[src/hdl/hrf_pkg.sv]
// shared types, codes and character constants of the http response framer
package hrf_pkg;

   // input kinds
   localparam logic [1:0] KIND_DATA  = 2'd0;
   localparam logic [1:0] KIND_CLOSE = 2'd1;
   localparam logic [1:0] KIND_NEW   = 2'd2;

   // configuration register indexes
   localparam logic CSR_MAX_BODY = 1'b0;
   localparam logic CSR_IS_HEAD  = 1'b1;

   // end codes
   localparam logic [1:0] END_RUN  = 2'd0;
   localparam logic [1:0] END_OK   = 2'd1;
   localparam logic [1:0] END_BIG  = 2'd2;
   localparam logic [1:0] END_FAIL = 2'd3;

   // framing phases
   localparam logic [2:0] PH_HEADER     = 3'd0;
   localparam logic [2:0] PH_CHUNK_LINE = 3'd1;
   localparam logic [2:0] PH_CHUNK_DATA = 3'd2;
   localparam logic [2:0] PH_CL_BODY    = 3'd3;
   localparam logic [2:0] PH_EOF_BODY   = 3'd4;
   localparam logic [2:0] PH_DONE       = 3'd5;

   // line field states: status line below L_START, header lines from it
   localparam logic [4:0] ST_PROTO_END = 5'd5;
   localparam logic [4:0] ST_MAJ_WS  = 5'd5;
   localparam logic [4:0] ST_MAJ     = 5'd6;
   localparam logic [4:0] ST_MIN_WS  = 5'd7;
   localparam logic [4:0] ST_MIN     = 5'd8;
   localparam logic [4:0] ST_CODE_WS = 5'd9;
   localparam logic [4:0] ST_CODE    = 5'd10;
   localparam logic [4:0] ST_GOOD    = 5'd11;
   localparam logic [4:0] ST_BAD     = 5'd12;
   localparam logic [4:0] L_START    = 5'd16;
   localparam logic [4:0] L_TE       = 5'd17;
   localparam logic [4:0] L_CL       = 5'd18;
   localparam logic [4:0] L_TEVAL    = 5'd19;
   localparam logic [4:0] L_CLVAL    = 5'd20;
   localparam logic [4:0] L_SKIP     = 5'd21;

   // header flag bits
   localparam int F_TE_DONE   = 0;
   localparam int F_CHUNKED   = 1;
   localparam int F_CL_DONE   = 2;
   localparam int F_CL_HAVE   = 3;
   localparam int F_NUL       = 4;
   localparam int F_STATUS_OK = 5;

   // number parser states
   localparam logic [2:0] NS_WS   = 3'd0;
   localparam logic [2:0] NS_SIGN = 3'd1;
   localparam logic [2:0] NS_ZERO = 3'd2;
   localparam logic [2:0] NS_ZX   = 3'd3;
   localparam logic [2:0] NS_DEC  = 3'd4;
   localparam logic [2:0] NS_OCT  = 3'd5;
   localparam logic [2:0] NS_HEX  = 3'd6;
   localparam logic [2:0] NS_DONE = 3'd7;

   // characters
   localparam logic [7:0] CH_NUL = 8'h00;
   localparam logic [7:0] CH_CR  = 8'h0d;
   localparam logic [7:0] CH_LF  = 8'h0a;
   localparam logic [7:0] CH_SP  = 8'h20;
   localparam logic [7:0] CH_TAB = 8'h09;
   localparam logic [7:0] CH_PLUS  = 8'h2b;
   localparam logic [7:0] CH_MINUS = 8'h2d;
   localparam logic [7:0] CH_DOT   = 8'h2e;
   localparam logic [7:0] CH_COLON = 8'h3a;
   localparam logic [7:0] CH_0 = 8'h30;
   localparam logic [7:0] CH_x = 8'h78;
   localparam logic [7:0] CH_X = 8'h58;
   localparam logic [7:0] CH_T = 8'h54;
   localparam logic [7:0] CH_C = 8'h43;
   localparam logic [7:0] CH_c = 8'h63;

   localparam logic [4:0] TE_LEN      = 5'd17;
   localparam logic [4:0] CL_LEN      = 5'd14;
   localparam logic [2:0] CHUNKED_LEN = 3'd7;

   localparam logic [9:0] STATUS_MAX = 10'd999;

   typedef struct packed {
      logic [31:0] max_body_length;
      logic        request_is_head;
   } cfg_type;

   typedef struct packed {
      logic [1:0] kind;
      logic [7:0] data_byte;
   } req_type;

   typedef struct packed {
      logic        body_valid;
      logic [7:0]  body_byte;
      logic [1:0]  end_code;
      logic [9:0]  status_code;
      logic [31:0] body_length;
   } rsp_type;

   // "HTTP/"
   function automatic logic [7:0] proto_char(input logic [2:0] i);
      case (i)
         3'd0: proto_char = 8'h48;
         3'd1: proto_char = 8'h54;
         3'd2: proto_char = 8'h54;
         3'd3: proto_char = 8'h50;
         3'd4: proto_char = 8'h2f;
         default: proto_char = 8'h00;
      endcase
   endfunction

   // "Transfer-Encoding"
   function automatic logic [7:0] te_char(input logic [4:0] i);
      case (i)
         5'd0: te_char = "T";  5'd1: te_char = "r";  5'd2: te_char = "a";
         5'd3: te_char = "n";  5'd4: te_char = "s";  5'd5: te_char = "f";
         5'd6: te_char = "e";  5'd7: te_char = "r";  5'd8: te_char = "-";
         5'd9: te_char = "E";  5'd10: te_char = "n"; 5'd11: te_char = "c";
         5'd12: te_char = "o"; 5'd13: te_char = "d"; 5'd14: te_char = "i";
         5'd15: te_char = "n"; 5'd16: te_char = "g";
         default: te_char = 8'h00;
      endcase
   endfunction

   // "Content-Length"
   function automatic logic [7:0] cl_char(input logic [4:0] i);
      case (i)
         5'd0: cl_char = "C";  5'd1: cl_char = "o";  5'd2: cl_char = "n";
         5'd3: cl_char = "t";  5'd4: cl_char = "e";  5'd5: cl_char = "n";
         5'd6: cl_char = "t";  5'd7: cl_char = "-";  5'd8: cl_char = "L";
         5'd9: cl_char = "e";  5'd10: cl_char = "n"; 5'd11: cl_char = "g";
         5'd12: cl_char = "t"; 5'd13: cl_char = "h";
         default: cl_char = 8'h00;
      endcase
   endfunction

   // "chunked"
   function automatic logic [7:0] chunked_char(input logic [2:0] i);
      case (i)
         3'd0: chunked_char = "c"; 3'd1: chunked_char = "h";
         3'd2: chunked_char = "u"; 3'd3: chunked_char = "n";
         3'd4: chunked_char = "k"; 3'd5: chunked_char = "e";
         3'd6: chunked_char = "d";
         default: chunked_char = 8'h00;
      endcase
   endfunction

   function automatic logic is_space(input logic [7:0] b);
      is_space = (b == CH_SP) || (b >= CH_TAB && b <= CH_CR);
   endfunction

   // hex digit value, 16 when not a digit
   function automatic logic [4:0] digit_of(input logic [7:0] b);
      if (b >= "0" && b <= "9") digit_of = 5'(b - "0");
      else if (b >= "a" && b <= "f") digit_of = 5'(b - "a" + 8'd10);
      else if (b >= "A" && b <= "F") digit_of = 5'(b - "A" + 8'd10);
      else digit_of = 5'd16;
   endfunction

endpackage

[src/hdl/hrf_core.sv]
// parser state and combinational next-state logic for one word
module hrf_core #(
   parameter int MAX_HEADER_BYTES = 65536,
   parameter int MAX_CHUNK_LINE   = 256,
   parameter int LENGTH_BITS      = 32
) (
   input  logic             clock,
   input  logic             reset,
   input  logic             in_accept,
   input  hrf_pkg::req_type in_item,
   input  hrf_pkg::cfg_type cfg,
   output logic             res_valid,
   output hrf_pkg::rsp_type res
);

   localparam int AW  = LENGTH_BITS + 1;
   localparam int HBW = $clog2(MAX_HEADER_BYTES + 2);
   localparam int CLW = $clog2(MAX_CHUNK_LINE + 1);
   localparam int CW  = (LENGTH_BITS > 32) ? LENGTH_BITS + 2 : 34;
   localparam logic [AW-1:0] CAP = {1'b1, {LENGTH_BITS{1'b0}}};

   typedef struct packed {
      logic [2:0]    ns;
      logic          neg;
      logic [AW-1:0] acc;
   } num_type;

   typedef struct packed {
      logic [4:0] lfs;
      logic [4:0] nidx;
      logic [2:0] cm;
      logic [5:0] flags;
      logic [9:0] st;
      num_type    num;
   } hdr_type;

   localparam num_type NUM_START = '{ns: hrf_pkg::NS_WS, neg: 1'b0, acc: '0};

   // accumulate one digit, saturating at the length cap
   function automatic logic [AW-1:0] push_digit(input logic [AW-1:0] a,
                                                input logic [4:0] d,
                                                input logic [2:0] ns);
      logic [AW+3:0] ax;
      logic [AW+3:0] prod;
      logic [AW+3:0] sum;
      ax = {4'b0, a};
      case (ns)
         hrf_pkg::NS_HEX: prod = ax << 4;
         hrf_pkg::NS_OCT: prod = ax << 3;
         default:         prod = (ax << 3) + (ax << 1);
      endcase
      sum = prod + {{(AW-1){1'b0}}, d};
      if (a >= CAP || sum > {4'b0, CAP}) push_digit = CAP;
      else push_digit = sum[AW-1:0];
   endfunction

   // strtoull style number parser, base 0 or base 16
   function automatic num_type num_feed(input num_type n, input logic [7:0] b,
                                        input logic hex);
      num_type    r;
      logic [4:0] d;
      logic [4:0] lim;
      r = n;
      d = hrf_pkg::digit_of(b);
      lim = hex ? 5'd16 : 5'd10;
      if (r.ns == hrf_pkg::NS_WS) begin
         if (hrf_pkg::is_space(b)) return r;
         if (b == hrf_pkg::CH_PLUS || b == hrf_pkg::CH_MINUS) begin
            r.neg = (b == hrf_pkg::CH_MINUS);
            r.ns  = hrf_pkg::NS_SIGN;
            return r;
         end
         r.ns = hrf_pkg::NS_SIGN;
      end
      case (r.ns)
         hrf_pkg::NS_SIGN: begin
            if (b == hrf_pkg::CH_0) r.ns = hrf_pkg::NS_ZERO;
            else if (d < lim) begin
               r.acc = AW'(d);
               r.ns  = hex ? hrf_pkg::NS_HEX : hrf_pkg::NS_DEC;
            end else r.ns = hrf_pkg::NS_DONE;
         end
         hrf_pkg::NS_ZERO: begin
            if (b == hrf_pkg::CH_x || b == hrf_pkg::CH_X) r.ns = hrf_pkg::NS_ZX;
            else if (hex && d < 5'd16) begin
               r.acc = AW'(d);
               r.ns  = hrf_pkg::NS_HEX;
            end else if (!hex && d < 5'd8) begin
               r.acc = AW'(d);
               r.ns  = hrf_pkg::NS_OCT;
            end else r.ns = hrf_pkg::NS_DONE;
         end
         hrf_pkg::NS_ZX: begin
            if (d < 5'd16) begin
               r.acc = AW'(d);
               r.ns  = hrf_pkg::NS_HEX;
            end else r.ns = hrf_pkg::NS_DONE;
         end
         hrf_pkg::NS_DEC: begin
            if (d < 5'd10) r.acc = push_digit(r.acc, d, r.ns);
            else r.ns = hrf_pkg::NS_DONE;
         end
         hrf_pkg::NS_OCT: begin
            if (d < 5'd8) r.acc = push_digit(r.acc, d, r.ns);
            else r.ns = hrf_pkg::NS_DONE;
         end
         hrf_pkg::NS_HEX: begin
            if (d < 5'd16) r.acc = push_digit(r.acc, d, r.ns);
            else r.ns = hrf_pkg::NS_DONE;
         end
         default: r.ns = hrf_pkg::NS_DONE;
      endcase
      return r;
   endfunction

   function automatic logic [AW-1:0] num_value(input num_type n);
      if (n.neg && n.acc != '0) num_value = CAP;
      else num_value = n.acc;
   endfunction

   // status line: "HTTP/" major "." minor code
   function automatic hdr_type status_feed(input hdr_type h, input logic [7:0] b);
      hdr_type    r;
      logic [4:0] d;
      logic       dig;
      logic [13:0] sx;
      r = h;
      d = hrf_pkg::digit_of(b);
      dig = d < 5'd10;
      sx = 14'(h.st) * 14'd10 + 14'(d);
      if (h.lfs < hrf_pkg::ST_PROTO_END) begin
         r.lfs = (b == hrf_pkg::proto_char(h.lfs[2:0])) ? h.lfs + 5'd1 : hrf_pkg::ST_BAD;
      end else begin
         case (h.lfs)
            hrf_pkg::ST_MAJ_WS: begin
               if (dig) begin
                  r.num.acc = AW'(d);
                  r.lfs = hrf_pkg::ST_MAJ;
               end else if (!hrf_pkg::is_space(b)) r.lfs = hrf_pkg::ST_BAD;
            end
            hrf_pkg::ST_MAJ: begin
               // major number only needs to tell one from anything else
               if (dig) r.num.acc = (h.num.acc * AW'(10) + AW'(d) > AW'(2)) ? AW'(2)
                                  : h.num.acc * AW'(10) + AW'(d);
               else if (b == hrf_pkg::CH_DOT && h.num.acc == AW'(1))
                  r.lfs = hrf_pkg::ST_MIN_WS;
               else r.lfs = hrf_pkg::ST_BAD;
            end
            hrf_pkg::ST_MIN_WS: begin
               if (dig) r.lfs = hrf_pkg::ST_MIN;
               else if (!hrf_pkg::is_space(b)) r.lfs = hrf_pkg::ST_BAD;
            end
            hrf_pkg::ST_MIN: begin
               if (hrf_pkg::is_space(b)) r.lfs = hrf_pkg::ST_CODE_WS;
               else if (!dig) r.lfs = hrf_pkg::ST_BAD;
            end
            hrf_pkg::ST_CODE_WS: begin
               if (dig) begin
                  r.st  = 10'(d);
                  r.lfs = hrf_pkg::ST_CODE;
               end else if (!hrf_pkg::is_space(b)) r.lfs = hrf_pkg::ST_BAD;
            end
            hrf_pkg::ST_CODE: begin
               if (dig) r.st = (sx > 14'(hrf_pkg::STATUS_MAX)) ? hrf_pkg::STATUS_MAX
                             : sx[9:0];
               else r.lfs = hrf_pkg::ST_GOOD;
            end
            default: r = h;
         endcase
      end
      return r;
   endfunction

   // one header octet that is not part of a line end
   function automatic hdr_type hdr_feed(input hdr_type h, input logic [7:0] b);
      hdr_type r;
      logic    is_te;
      logic [4:0] len;
      logic [7:0] nch;
      logic [2:0] cmn;
      r = h;
      if (b == hrf_pkg::CH_NUL) r.flags[hrf_pkg::F_NUL] = 1'b1;
      is_te = (h.lfs == hrf_pkg::L_TE);
      len = is_te ? hrf_pkg::TE_LEN : hrf_pkg::CL_LEN;
      nch = is_te ? hrf_pkg::te_char(h.nidx) : hrf_pkg::cl_char(h.nidx);
      if (h.lfs < hrf_pkg::L_START) return status_feed(r, b);
      case (h.lfs)
         hrf_pkg::L_START: begin
            r.nidx = 5'd1;
            r.lfs = (b == hrf_pkg::CH_T) ? hrf_pkg::L_TE
                  : (b == hrf_pkg::CH_C) ? hrf_pkg::L_CL : hrf_pkg::L_SKIP;
         end
         hrf_pkg::L_TE, hrf_pkg::L_CL: begin
            if (b == hrf_pkg::CH_COLON) begin
               if (h.nidx == len && !h.flags[is_te ? hrf_pkg::F_TE_DONE
                                                   : hrf_pkg::F_CL_DONE]) begin
                  r.flags[is_te ? hrf_pkg::F_TE_DONE : hrf_pkg::F_CL_DONE] = 1'b1;
                  r.cm  = '0;
                  r.num = NUM_START;
                  r.lfs = is_te ? hrf_pkg::L_TEVAL : hrf_pkg::L_CLVAL;
               end else r.lfs = hrf_pkg::L_SKIP;
            end else if (h.nidx < len && b == nch) r.nidx = h.nidx + 5'd1;
            else r.lfs = hrf_pkg::L_SKIP;
         end
         hrf_pkg::L_TEVAL: begin
            if (h.cm < hrf_pkg::CHUNKED_LEN && b == hrf_pkg::chunked_char(h.cm))
               cmn = h.cm + 3'd1;
            else cmn = (b == hrf_pkg::CH_c) ? 3'd1 : 3'd0;
            r.cm = cmn;
            if (cmn == hrf_pkg::CHUNKED_LEN) begin
               r.flags[hrf_pkg::F_CHUNKED] = 1'b1;
               r.lfs = hrf_pkg::L_SKIP;
            end
         end
         hrf_pkg::L_CLVAL: r.num = num_feed(h.num, b, 1'b0);
         default: r = r;
      endcase
      return r;
   endfunction

   logic [2:0]     phase_ff, phase_in;
   logic [HBW-1:0] hbc_ff, hbc_in;
   logic [1:0]     lt_ff, lt_in;
   hdr_type        hdr_ff, hdr_in;
   logic [AW-1:0]  rem_ff, rem_in;
   logic [31:0]    dl_ff, dl_in;
   logic [CLW-1:0] clc_ff, clc_in;

   logic       do_emit;
   logic       e_valid;
   logic [1:0] e_code;
   logic [7:0] b;
   hdr_type    h;
   logic [AW-1:0] v;
   logic [CW-1:0] dl_plus_v;

   assign b = in_item.data_byte;

   // next state and result for the accepted word
   always_comb begin
      phase_in = phase_ff;
      hbc_in   = hbc_ff;
      lt_in    = lt_ff;
      hdr_in   = hdr_ff;
      rem_in   = rem_ff;
      dl_in    = dl_ff;
      clc_in   = clc_ff;
      do_emit  = 1'b0;
      e_valid  = 1'b0;
      e_code   = hrf_pkg::END_RUN;
      h        = hdr_ff;
      v        = num_value(hdr_ff.num);
      dl_plus_v = CW'(dl_ff) + CW'(v);
      if (in_accept) begin
         if (in_item.kind == hrf_pkg::KIND_NEW) begin
            phase_in = hrf_pkg::PH_HEADER;
            hbc_in = '0;
            lt_in  = '0;
            hdr_in = '0;
            rem_in = '0;
            dl_in  = '0;
            clc_in = '0;
         end else if (in_item.kind == 2'd3 || phase_ff == hrf_pkg::PH_DONE) begin
            phase_in = phase_ff;
         end else if (in_item.kind == hrf_pkg::KIND_CLOSE) begin
            do_emit = 1'b1;
            e_code = (phase_ff == hrf_pkg::PH_EOF_BODY) ? hrf_pkg::END_OK
                                                        : hrf_pkg::END_FAIL;
         end else begin
            case (phase_ff)
               hrf_pkg::PH_HEADER: begin
                  if (hbc_ff <= HBW'(MAX_HEADER_BYTES)) hbc_in = hbc_ff + HBW'(1);
                  if (lt_ff[0] && b == hrf_pkg::CH_LF && lt_ff == 2'd3) begin
                     // end of header
                     if (hdr_ff.flags[hrf_pkg::F_NUL] || !hdr_ff.flags[hrf_pkg::F_STATUS_OK])
                     begin
                        do_emit = 1'b1;
                        e_code = hrf_pkg::END_FAIL;
                     end else if (hdr_ff.st >= 10'd100 && hdr_ff.st <= 10'd199) begin
                        // informational: parse a fresh header
                        hbc_in = '0;
                        lt_in  = '0;
                        hdr_in = '0;
                        rem_in = '0;
                     end else if (cfg.request_is_head || hdr_ff.st == 10'd204 ||
                                  hdr_ff.st == 10'd304) begin
                        do_emit = 1'b1;
                        e_code = hrf_pkg::END_OK;
                     end else if (hdr_ff.flags[hrf_pkg::F_CHUNKED]) begin
                        phase_in = hrf_pkg::PH_CHUNK_LINE;
                        lt_in = '0;
                        clc_in = '0;
                        hdr_in.num = NUM_START;
                     end else if (hdr_ff.flags[hrf_pkg::F_CL_HAVE]) begin
                        if (rem_ff >= CAP || CW'(rem_ff) > CW'(cfg.max_body_length)) begin
                           do_emit = 1'b1;
                           e_code = hrf_pkg::END_BIG;
                        end else if (rem_ff == '0) begin
                           do_emit = 1'b1;
                           e_code = hrf_pkg::END_OK;
                        end else phase_in = hrf_pkg::PH_CL_BODY;
                     end else phase_in = hrf_pkg::PH_EOF_BODY;
                  end else begin
                     if (lt_ff[0] && b == hrf_pkg::CH_LF) begin
                        // end of one header line
                        if (hdr_ff.lfs < hrf_pkg::L_START) begin
                           if (hdr_ff.lfs == hrf_pkg::ST_CODE || hdr_ff.lfs == hrf_pkg::ST_GOOD)
                              h.flags[hrf_pkg::F_STATUS_OK] = 1'b1;
                        end else if (hdr_ff.lfs == hrf_pkg::L_TE &&
                                     hdr_ff.nidx == hrf_pkg::TE_LEN) begin
                           h.flags[hrf_pkg::F_TE_DONE] = 1'b1;
                        end else if (hdr_ff.lfs == hrf_pkg::L_CL &&
                                     hdr_ff.nidx == hrf_pkg::CL_LEN) begin
                           h.flags[hrf_pkg::F_CL_DONE] = 1'b1;
                        end else if (hdr_ff.lfs == hrf_pkg::L_CLVAL) begin
                           h.flags[hrf_pkg::F_CL_HAVE] = 1'b1;
                           rem_in = v;
                        end
                        h.lfs = hrf_pkg::L_START;
                        lt_in = 2'd2;
                     end else begin
                        if (lt_ff[0]) h = hdr_feed(h, hrf_pkg::CH_CR);
                        if (b == hrf_pkg::CH_CR) lt_in = (lt_ff == 2'd2) ? 2'd3 : 2'd1;
                        else begin
                           h = hdr_feed(h, b);
                           lt_in = 2'd0;
                        end
                     end
                     hdr_in = h;
                     if (hbc_in > HBW'(MAX_HEADER_BYTES)) begin
                        do_emit = 1'b1;
                        e_code = hrf_pkg::END_FAIL;
                     end
                  end
               end
               hrf_pkg::PH_CHUNK_LINE: begin
                  clc_in = clc_ff + CLW'(1);
                  if (lt_ff == 2'd1 && b == hrf_pkg::CH_LF) begin
                     if (v == '0) begin
                        do_emit = 1'b1;
                        e_code = hrf_pkg::END_OK;
                     end else if (v >= CAP || dl_plus_v > CW'(cfg.max_body_length)) begin
                        do_emit = 1'b1;
                        e_code = hrf_pkg::END_BIG;
                     end else begin
                        rem_in = v + AW'(2);
                        phase_in = hrf_pkg::PH_CHUNK_DATA;
                     end
                  end else begin
                     if (lt_ff == 2'd1) h.num = num_feed(h.num, hrf_pkg::CH_CR, 1'b1);
                     if (b == hrf_pkg::CH_CR) lt_in = 2'd1;
                     else begin
                        h.num = num_feed(h.num, b, 1'b1);
                        lt_in = 2'd0;
                     end
                     hdr_in = h;
                     if (clc_in >= CLW'(MAX_CHUNK_LINE)) begin
                        do_emit = 1'b1;
                        e_code = hrf_pkg::END_FAIL;
                     end
                  end
               end
               hrf_pkg::PH_CHUNK_DATA: begin
                  if (rem_ff > AW'(2)) begin
                     rem_in = rem_ff - AW'(1);
                     dl_in = dl_ff + 32'd1;
                     do_emit = 1'b1;
                     e_valid = 1'b1;
                  end else begin
                     // trailing line end of the chunk is dropped unchecked
                     rem_in = (rem_ff != '0) ? rem_ff - AW'(1) : rem_ff;
                     if (rem_in == '0) begin
                        phase_in = hrf_pkg::PH_CHUNK_LINE;
                        lt_in = '0;
                        clc_in = '0;
                        hdr_in.num = NUM_START;
                     end
                  end
               end
               hrf_pkg::PH_CL_BODY: begin
                  rem_in = (rem_ff != '0) ? rem_ff - AW'(1) : rem_ff;
                  dl_in = dl_ff + 32'd1;
                  do_emit = 1'b1;
                  e_valid = 1'b1;
                  e_code = (rem_in == '0) ? hrf_pkg::END_OK : hrf_pkg::END_RUN;
               end
               hrf_pkg::PH_EOF_BODY: begin
                  do_emit = 1'b1;
                  if (dl_ff >= cfg.max_body_length) e_code = hrf_pkg::END_BIG;
                  else begin
                     dl_in = dl_ff + 32'd1;
                     e_valid = 1'b1;
                  end
               end
               default: phase_in = phase_ff;
            endcase
         end
         if (do_emit && e_code != hrf_pkg::END_RUN) phase_in = hrf_pkg::PH_DONE;
      end
   end

   assign res_valid       = do_emit;
   assign res.body_valid  = e_valid;
   assign res.body_byte   = e_valid ? b : 8'd0;
   assign res.end_code    = e_code;
   assign res.status_code = hdr_in.st;
   assign res.body_length = dl_in;

   // control state
   always_ff @(posedge clock) begin
      if (reset) begin
         phase_ff <= hrf_pkg::PH_HEADER;
         hbc_ff   <= '0;
         lt_ff    <= '0;
         hdr_ff   <= '0;
         rem_ff   <= '0;
         dl_ff    <= '0;
         clc_ff   <= '0;
      end else begin
         phase_ff <= phase_in;
         hbc_ff   <= hbc_in;
         lt_ff    <= lt_in;
         hdr_ff   <= hdr_in;
         rem_ff   <= rem_in;
         dl_ff    <= dl_in;
         clc_ff   <= clc_in;
      end
   end

   a_end_to_done: assert property (@(posedge clock) disable iff (reset)
      res_valid && res.end_code != hrf_pkg::END_RUN |=> phase_ff == hrf_pkg::PH_DONE)
      else $error("end code given but framer not finished");

   a_quiet_when_done: assert property (@(posedge clock) disable iff (reset)
      phase_ff == hrf_pkg::PH_DONE && in_item.kind != hrf_pkg::KIND_NEW |-> !res_valid)
      else $error("result produced after end of response");

   a_length_steps: assert property (@(posedge clock) disable iff (reset)
      res_valid && res.body_valid |-> res.body_length == dl_ff + 32'd1)
      else $error("body length did not advance with body word");

endmodule

[src/hdl/hrf_out_buf.sv]
// two-entry result buffer between the framer core and the result channel
module hrf_out_buf (
   input  logic             clock,
   input  logic             reset,
   input  logic             push,
   input  hrf_pkg::rsp_type push_item,
   output logic             has_room,
   output logic             out_valid,
   input  logic             out_ready,
   output hrf_pkg::rsp_type out_item
);

   hrf_pkg::rsp_type ent_ff [2];
   logic       wr_ff, wr_in;
   logic       rd_ff, rd_in;
   logic [1:0] cnt_ff, cnt_in;
   logic       pop;

   assign has_room  = cnt_ff != 2'd2;
   assign out_valid = cnt_ff != 2'd0;
   assign out_item  = ent_ff[rd_ff];
   assign pop       = out_valid && out_ready;

   // pointer and fill count update
   always_comb begin
      wr_in  = push ? ~wr_ff : wr_ff;
      rd_in  = pop ? ~rd_ff : rd_ff;
      cnt_in = cnt_ff + {1'b0, push} - {1'b0, pop};
   end

   always_ff @(posedge clock) begin
      if (reset) begin
         wr_ff  <= 1'b0;
         rd_ff  <= 1'b0;
         cnt_ff <= 2'd0;
      end else begin
         wr_ff  <= wr_in;
         rd_ff  <= rd_in;
         cnt_ff <= cnt_in;
      end
   end

   // entry storage
   always_ff @(posedge clock) begin
      if (push) ent_ff[wr_ff] <= push_item;
   end

endmodule

[src/hdl/http_response_framer.sv]
// HTTP/1.1 response framer: one received word per cycle, at most one result per word.
// Each accepted word is parsed in the cycle it is taken and its result, if any, lands in a
// two-entry output buffer, so a word can be accepted every cycle while results are taken;
// req_tready drops only when both buffer entries hold results not yet taken. Each result is
// registered in the output buffer before rsp_tvalid shows it. The parser state update is a
// single short pass of matchers and shift-add counters, which sets the one-word-per-cycle rate.
module http_response_framer #(
   parameter int MAX_HEADER_BYTES = 65536,
   parameter int MAX_CHUNK_LINE   = 256,
   parameter int LENGTH_BITS      = 32
) (
   input  logic        clock,
   input  logic        reset,
   input  logic        req_tvalid,
   output logic        req_tready,
   input  logic [7:0]  req_tdata,   // data_byte[7:0]
   input  logic [1:0]  req_tuser,   // kind[1:0]
   output logic        rsp_tvalid,
   input  logic        rsp_tready,
   output logic [55:0] rsp_tdata,   // body_byte[7:0], end_code[9:8], status_code[19:10],
                                    // body_length[51:20], zero fill[55:52]
   output logic        rsp_tuser,   // body_valid
   input  logic        csr_valid,
   output logic        csr_ready,
   input  logic        csr_index,
   input  logic [31:0] csr_data
);

   hrf_pkg::cfg_type cfg_ff;
   hrf_pkg::req_type req;
   hrf_pkg::rsp_type core_res;
   hrf_pkg::rsp_type out_item;
   logic core_valid;
   logic accept;

   assign csr_ready = 1'b1;
   assign accept    = req_tvalid && req_tready;
   assign req.kind      = req_tuser;
   assign req.data_byte = req_tdata;

   // configuration registers
   always_ff @(posedge clock) begin
      if (reset) begin
         cfg_ff.max_body_length <= 32'hFFFF_FFFF;
         cfg_ff.request_is_head <= 1'b0;
      end else if (csr_valid && csr_ready) begin
         unique case (csr_index)
            hrf_pkg::CSR_MAX_BODY: cfg_ff.max_body_length <= csr_data;
            hrf_pkg::CSR_IS_HEAD:  cfg_ff.request_is_head <= csr_data[0];
            default: cfg_ff <= cfg_ff;
         endcase
      end
   end

   hrf_core #(
      .MAX_HEADER_BYTES(MAX_HEADER_BYTES),
      .MAX_CHUNK_LINE  (MAX_CHUNK_LINE),
      .LENGTH_BITS     (LENGTH_BITS)
   ) u_core (
      .clock    (clock),
      .reset    (reset),
      .in_accept(accept),
      .in_item  (req),
      .cfg      (cfg_ff),
      .res_valid(core_valid),
      .res      (core_res)
   );

   hrf_out_buf u_out (
      .clock    (clock),
      .reset    (reset),
      .push     (core_valid),
      .push_item(core_res),
      .has_room (req_tready),
      .out_valid(rsp_tvalid),
      .out_ready(rsp_tready),
      .out_item (out_item)
   );

   // pack result word
   assign rsp_tuser = out_item.body_valid;
   assign rsp_tdata = {4'b0, out_item.body_length, out_item.status_code,
                       out_item.end_code, out_item.body_byte};

endmodule

[config.mk]
export PLATFORM = sky130hd
export DESIGN_NAME = http_response_framer
export DESIGN_NICKNAME = d
export VERILOG_FILES = /design/src/hdl/hrf_pkg.sv /design/src/hdl/hrf_core.sv /design/src/hdl/hrf_out_buf.sv /design/src/hdl/http_response_framer.sv
export SDC_FILE = /design/constraint.sdc
export NUM_CORES = 2
export LEC_CHECK = 0
export BUFFER_PORTS_ARGS = -buffer_cell sky130_fd_sc_hd__buf_2
export CAP_MARGIN = 20
export CORE_MARGIN = 8
export CORE_UTILIZATION = 52
export CTS_CLUSTER_SIZE = 14
export DETAILED_ROUTE_END_ITERATION = 12
export PLACE_DENSITY = 0.74
export SYNTH_ARGS = -nofsm -noshare
export SYNTH_HDL_FRONTEND = slang
export SYNTH_HIERARCHICAL = 1
export SYNTH_SLANG_ARGS = --single-unit
[constraint.sdc]
create_clock -name clock -period 9.3 [get_ports clock]
set_input_delay 0 -clock clock [delete_from_list [all_inputs] [get_ports clock]]
set_output_delay 0 -clock clock [all_outputs]
set_load 0.02 [all_outputs]
==> summary.txt <==
Logic synthesis
  • Number of different library cells in the post-synthesis netlist: 133
  • Top cell type's share of synthesized area: approximately 11%
  • Number of warnings reported in the yosys synthesis log: 6
  • Async set-reset flop share out of synthesis: 0%
  • Synth area leader: dfxtp_1
  • Average cell area after synthesis: about 7.4 sq um
  • Cell Area, Synth: between 30000 and 40000 sq um
  • Cell types occupying the most area after synthesis: dfxtp_1 (11%), ha_1 (8.5%), edfxtp_1 (8.0%)
  • Number of storage elements in the synthesis netlist: 320
  • Post-synthesis cell count: about 5300
  • Post-synth top flop: dfxtp_1
  • Proportion of synthesized chip area in sequential cells: 18.8%
  • Number of enable flip-flop cells after synthesis: 106

Global route
  • Initial antenna violation count: 20
  • GRT overflow: 0
  • All-Layer GR Usage: 38.1%
  • Global-route wire length before repair: 256000 um
  • Largest net degree at the start of global routing: 60
  • Vias in the first global route: 41000

Job
  • Count of max-cap constraint violations: 0

Timing
  • Fmax: 0.116 GHz
  • Final min period: 8.63 ns
  • Worst-case headroom to the max-slew limit: 13.8%
  • Setup TNS: 0 ns
  • Count of final setup violators: 0
  • Number of endpoints with negative hold slack in the final report: 0
  • Transition time of the tightest slew-check pin: ~1.3 ns
  • Final Skew: 0.0193 ns
  • Post-route worst hold slack: 0.0630 ns
  • Final Max Tran Viols: 0
  • Share of the cycle needed by the critical path after routing: 92.8%
  • RSZ-0062 raised after global routing: false

CTS
  • Maximum buffer depth of the clock tree: 3
  • Number of clock sinks: 320
  • Worst-skew pair later-pin latency: 0.58 ns
  • Setup bufs post-CTS: 0
  • Cts bufs inserted: 38
  • Clock edge transition at the registers on the reported setup and hold paths: 0.07 ns
  • TritonCTS clock tree: done
  • Root buffer selected by CTS: clkbuf_16
  • Level count of the clock H-tree: 2

Layout
  • Final core occ: between 50% and 60%
  • Post-layout instance area: 43100 sq um
  • Commonest cells after routing, fill and taps aside: nand2_1 (526), nor2_1 (493), a21oi_1 (391)
  • Fraction of final layout cells sized beyond drive strength 1: 9.68%
  • Leading cell type in the layout, fill and taps excluded: nand2_1
  • Area growth syn-to-layout: 8.59%
  • Fin nets: approximately 5700

Critical path
  • Slowest cell delay on critical path: 0.58 ns
  • CP Data Arrival Time: 9.13 ns
  • Critical-path top delay cell: o41ai_1
  • Req. time, crit path: just under 10 ns
  • Classification of the worst setup path: register to register
  • Most prevalent standard cell on the critical path: a21oi_1
  • Sort of element at the start of the critical path: register
  • Crit path capture type: register
  • Maximum net fanout on the critical path: 44

Routing
  • Antenna-violating nets left: 0
  • Total wire length: 172000 um
  • Drt first pass iters: 11
  • Post-Route M1 WL: 66800 um
  • Vias per std cell: 7.09
  • First-iteration detailed-routing DRC count: 7243
  • Highest metal layer with signal wires: met5
  • DRC violations left: 0
  • Avg WL per Cell: 27.2 um
  • Detailed-route via count: 44900
  • Routed wl met2: 68500 um
  • Total length of routed met3 wires: ~26000 um

Placement
  • Instance area at placement: 41100 sq um
  • Routability-driven placement congestion ratio: 1.08
  • Count of port buffers added during placement: 102
  • Detailed Place HPWL: 128000 um

Floorplanning
  • IO Pins: ~110
  • Vertical extent of the die: 292 um
  • Placeable Area: roughly 76000 sq um
  • Starting Density: between 50% and 60%
  • Total die area: roughly 85000 sq um
  • Die Width: approximately 290 um
  • Row count: around 100

Power
  • Worst VDD drop: between 90 and 100 uV
  • LEAKAGE: 17.3 nW
  • Pwr dens: 95.7 nW/um^2

Outcome
  • Run status: finished clean

Worst hold path
  • Hold crit path type: input port to register
==> through the flow <==
step | total power [mW] | cells | setup slack [ns]
6_report | 4.12 | 6340 | 0.666
5_1_grt | 4.25 | 6338 | 0.158
4_1_cts | 4.09 | 6325 | 0.402
3_5_place_dp | 2.57 | 6188 | 0.450
3_3_place_gp | 2.56 | 6188 | 0.509
2_1_floorplan | 2.23 | 5337 | 0.588
==> cell families after synthesis <==
kind of cell	after synthesis	synth area share (%)
AOI/OAI and AO/OA	1680	28.7
xor gates and xnor gates	283	6.33
adders and majority gates	310	10.4
buffers and inverters	562	5.86
DFF	320	18.8
muxes	129	3.95
other	2	0.0189
and+or+nand+nor	2048	25.9
==> per-layer routing <==
| metal | up-vias | global-route usage [%] |
|---|---|---|
| li1 | 19900 | - |
| met1 | 21100 | 50.1 |
| met2 | 3215 | 54.1 |
| met3 | 783 | 14.5 |
| met4 | 14 | 18.7 |
| met5 | - | 0 |
==> final timing paths <==
path         depth (start not counted)              start             endpoint  slack, ns
max reg2reg                         32  u_core/hdr_ff[24]     u_core/rem_ff[5]       0.67
min                                  2       req_tdata[4]  u_out/ent_ff[0][48]       0.06
max                                 32  u_core/hdr_ff[24]     u_core/rem_ff[5]       0.67
min reg2reg                          1  u_core/hdr_ff[51]    u_core/hdr_ff[51]       0.46
==> area by class of cell <==
class                           count  area [sq um]
Clock inverter                     20           200
Antenna cell                       11          27.5
Clock buffer                       49          1050
Timing Repair Buffer              322          2380
Tap cell                          978          1220
Multi-Input combinational cell   4455         30000
Sequential cell                   320          7470
Inverter                          185           694
Fill cell                        7069         32600
==> flip-flops by register name (all words and copies together), names as in the netlist, named ones only <==
name,cells
u_core/clc_ff,9
u_core/rem_ff,33
u_core/dl_ff,32
u_out/wr_ff,1
cfg_ff,33
u_out/ent_ff,106
u_core/hdr_ff,66
u_core/hbc_ff,17
u_core/phase_ff,3
u_core/lt_ff,2
u_out/cnt_ff,2
u_out/rd_ff,1
==> repair_timing <==
item	in CTS	in global routing
hold buffers	68	0
endpoints found under the setup margin	0	33
gates resized for setup	0	3
endpoints found under the hold margin	53	0
==> power breakdown <==
part           switching (mW)  internal [mW]  total, mW
sequential             0.0370           1.48       1.52
combinational           0.720          0.370       1.09
clock                   0.648          0.867       1.52
total                    1.41           2.72       4.12
==> worst max-delay path: cells and delay by family (launching register included) <==
kind	cells	cell delay (ns)
AO/OA/AOI/OAI	18	4.71
XOR/XNOR	1	0.14
buffers and inverters	1	0.07
flip-flops	1	0.32
adder cells (fa/ha/maj)	2	0.53
AND/OR/NAND/NOR	10	2.70
==> synthesized netlist by cell type, drive strengths merged, types with 49 or more instances <==
library cell  number
a31oi             85
xnor2            191
ha               269
buf              101
mux2              65
a21oi            402
o22ai             49
and2             100
xor2              90
mux2i             64
nand2b            56
a221oi            50
and3              62
nand4             98
o211ai            53
nor2b             68
inv              179
dfxtp            214
nand3            166
nand2            529
o21ai            355
o31ai             81
edfxtp           106
clkbuf           276
nor3             177
nor2             498
nor4              73
a21o              82
(Power assumes the default switching activity.)
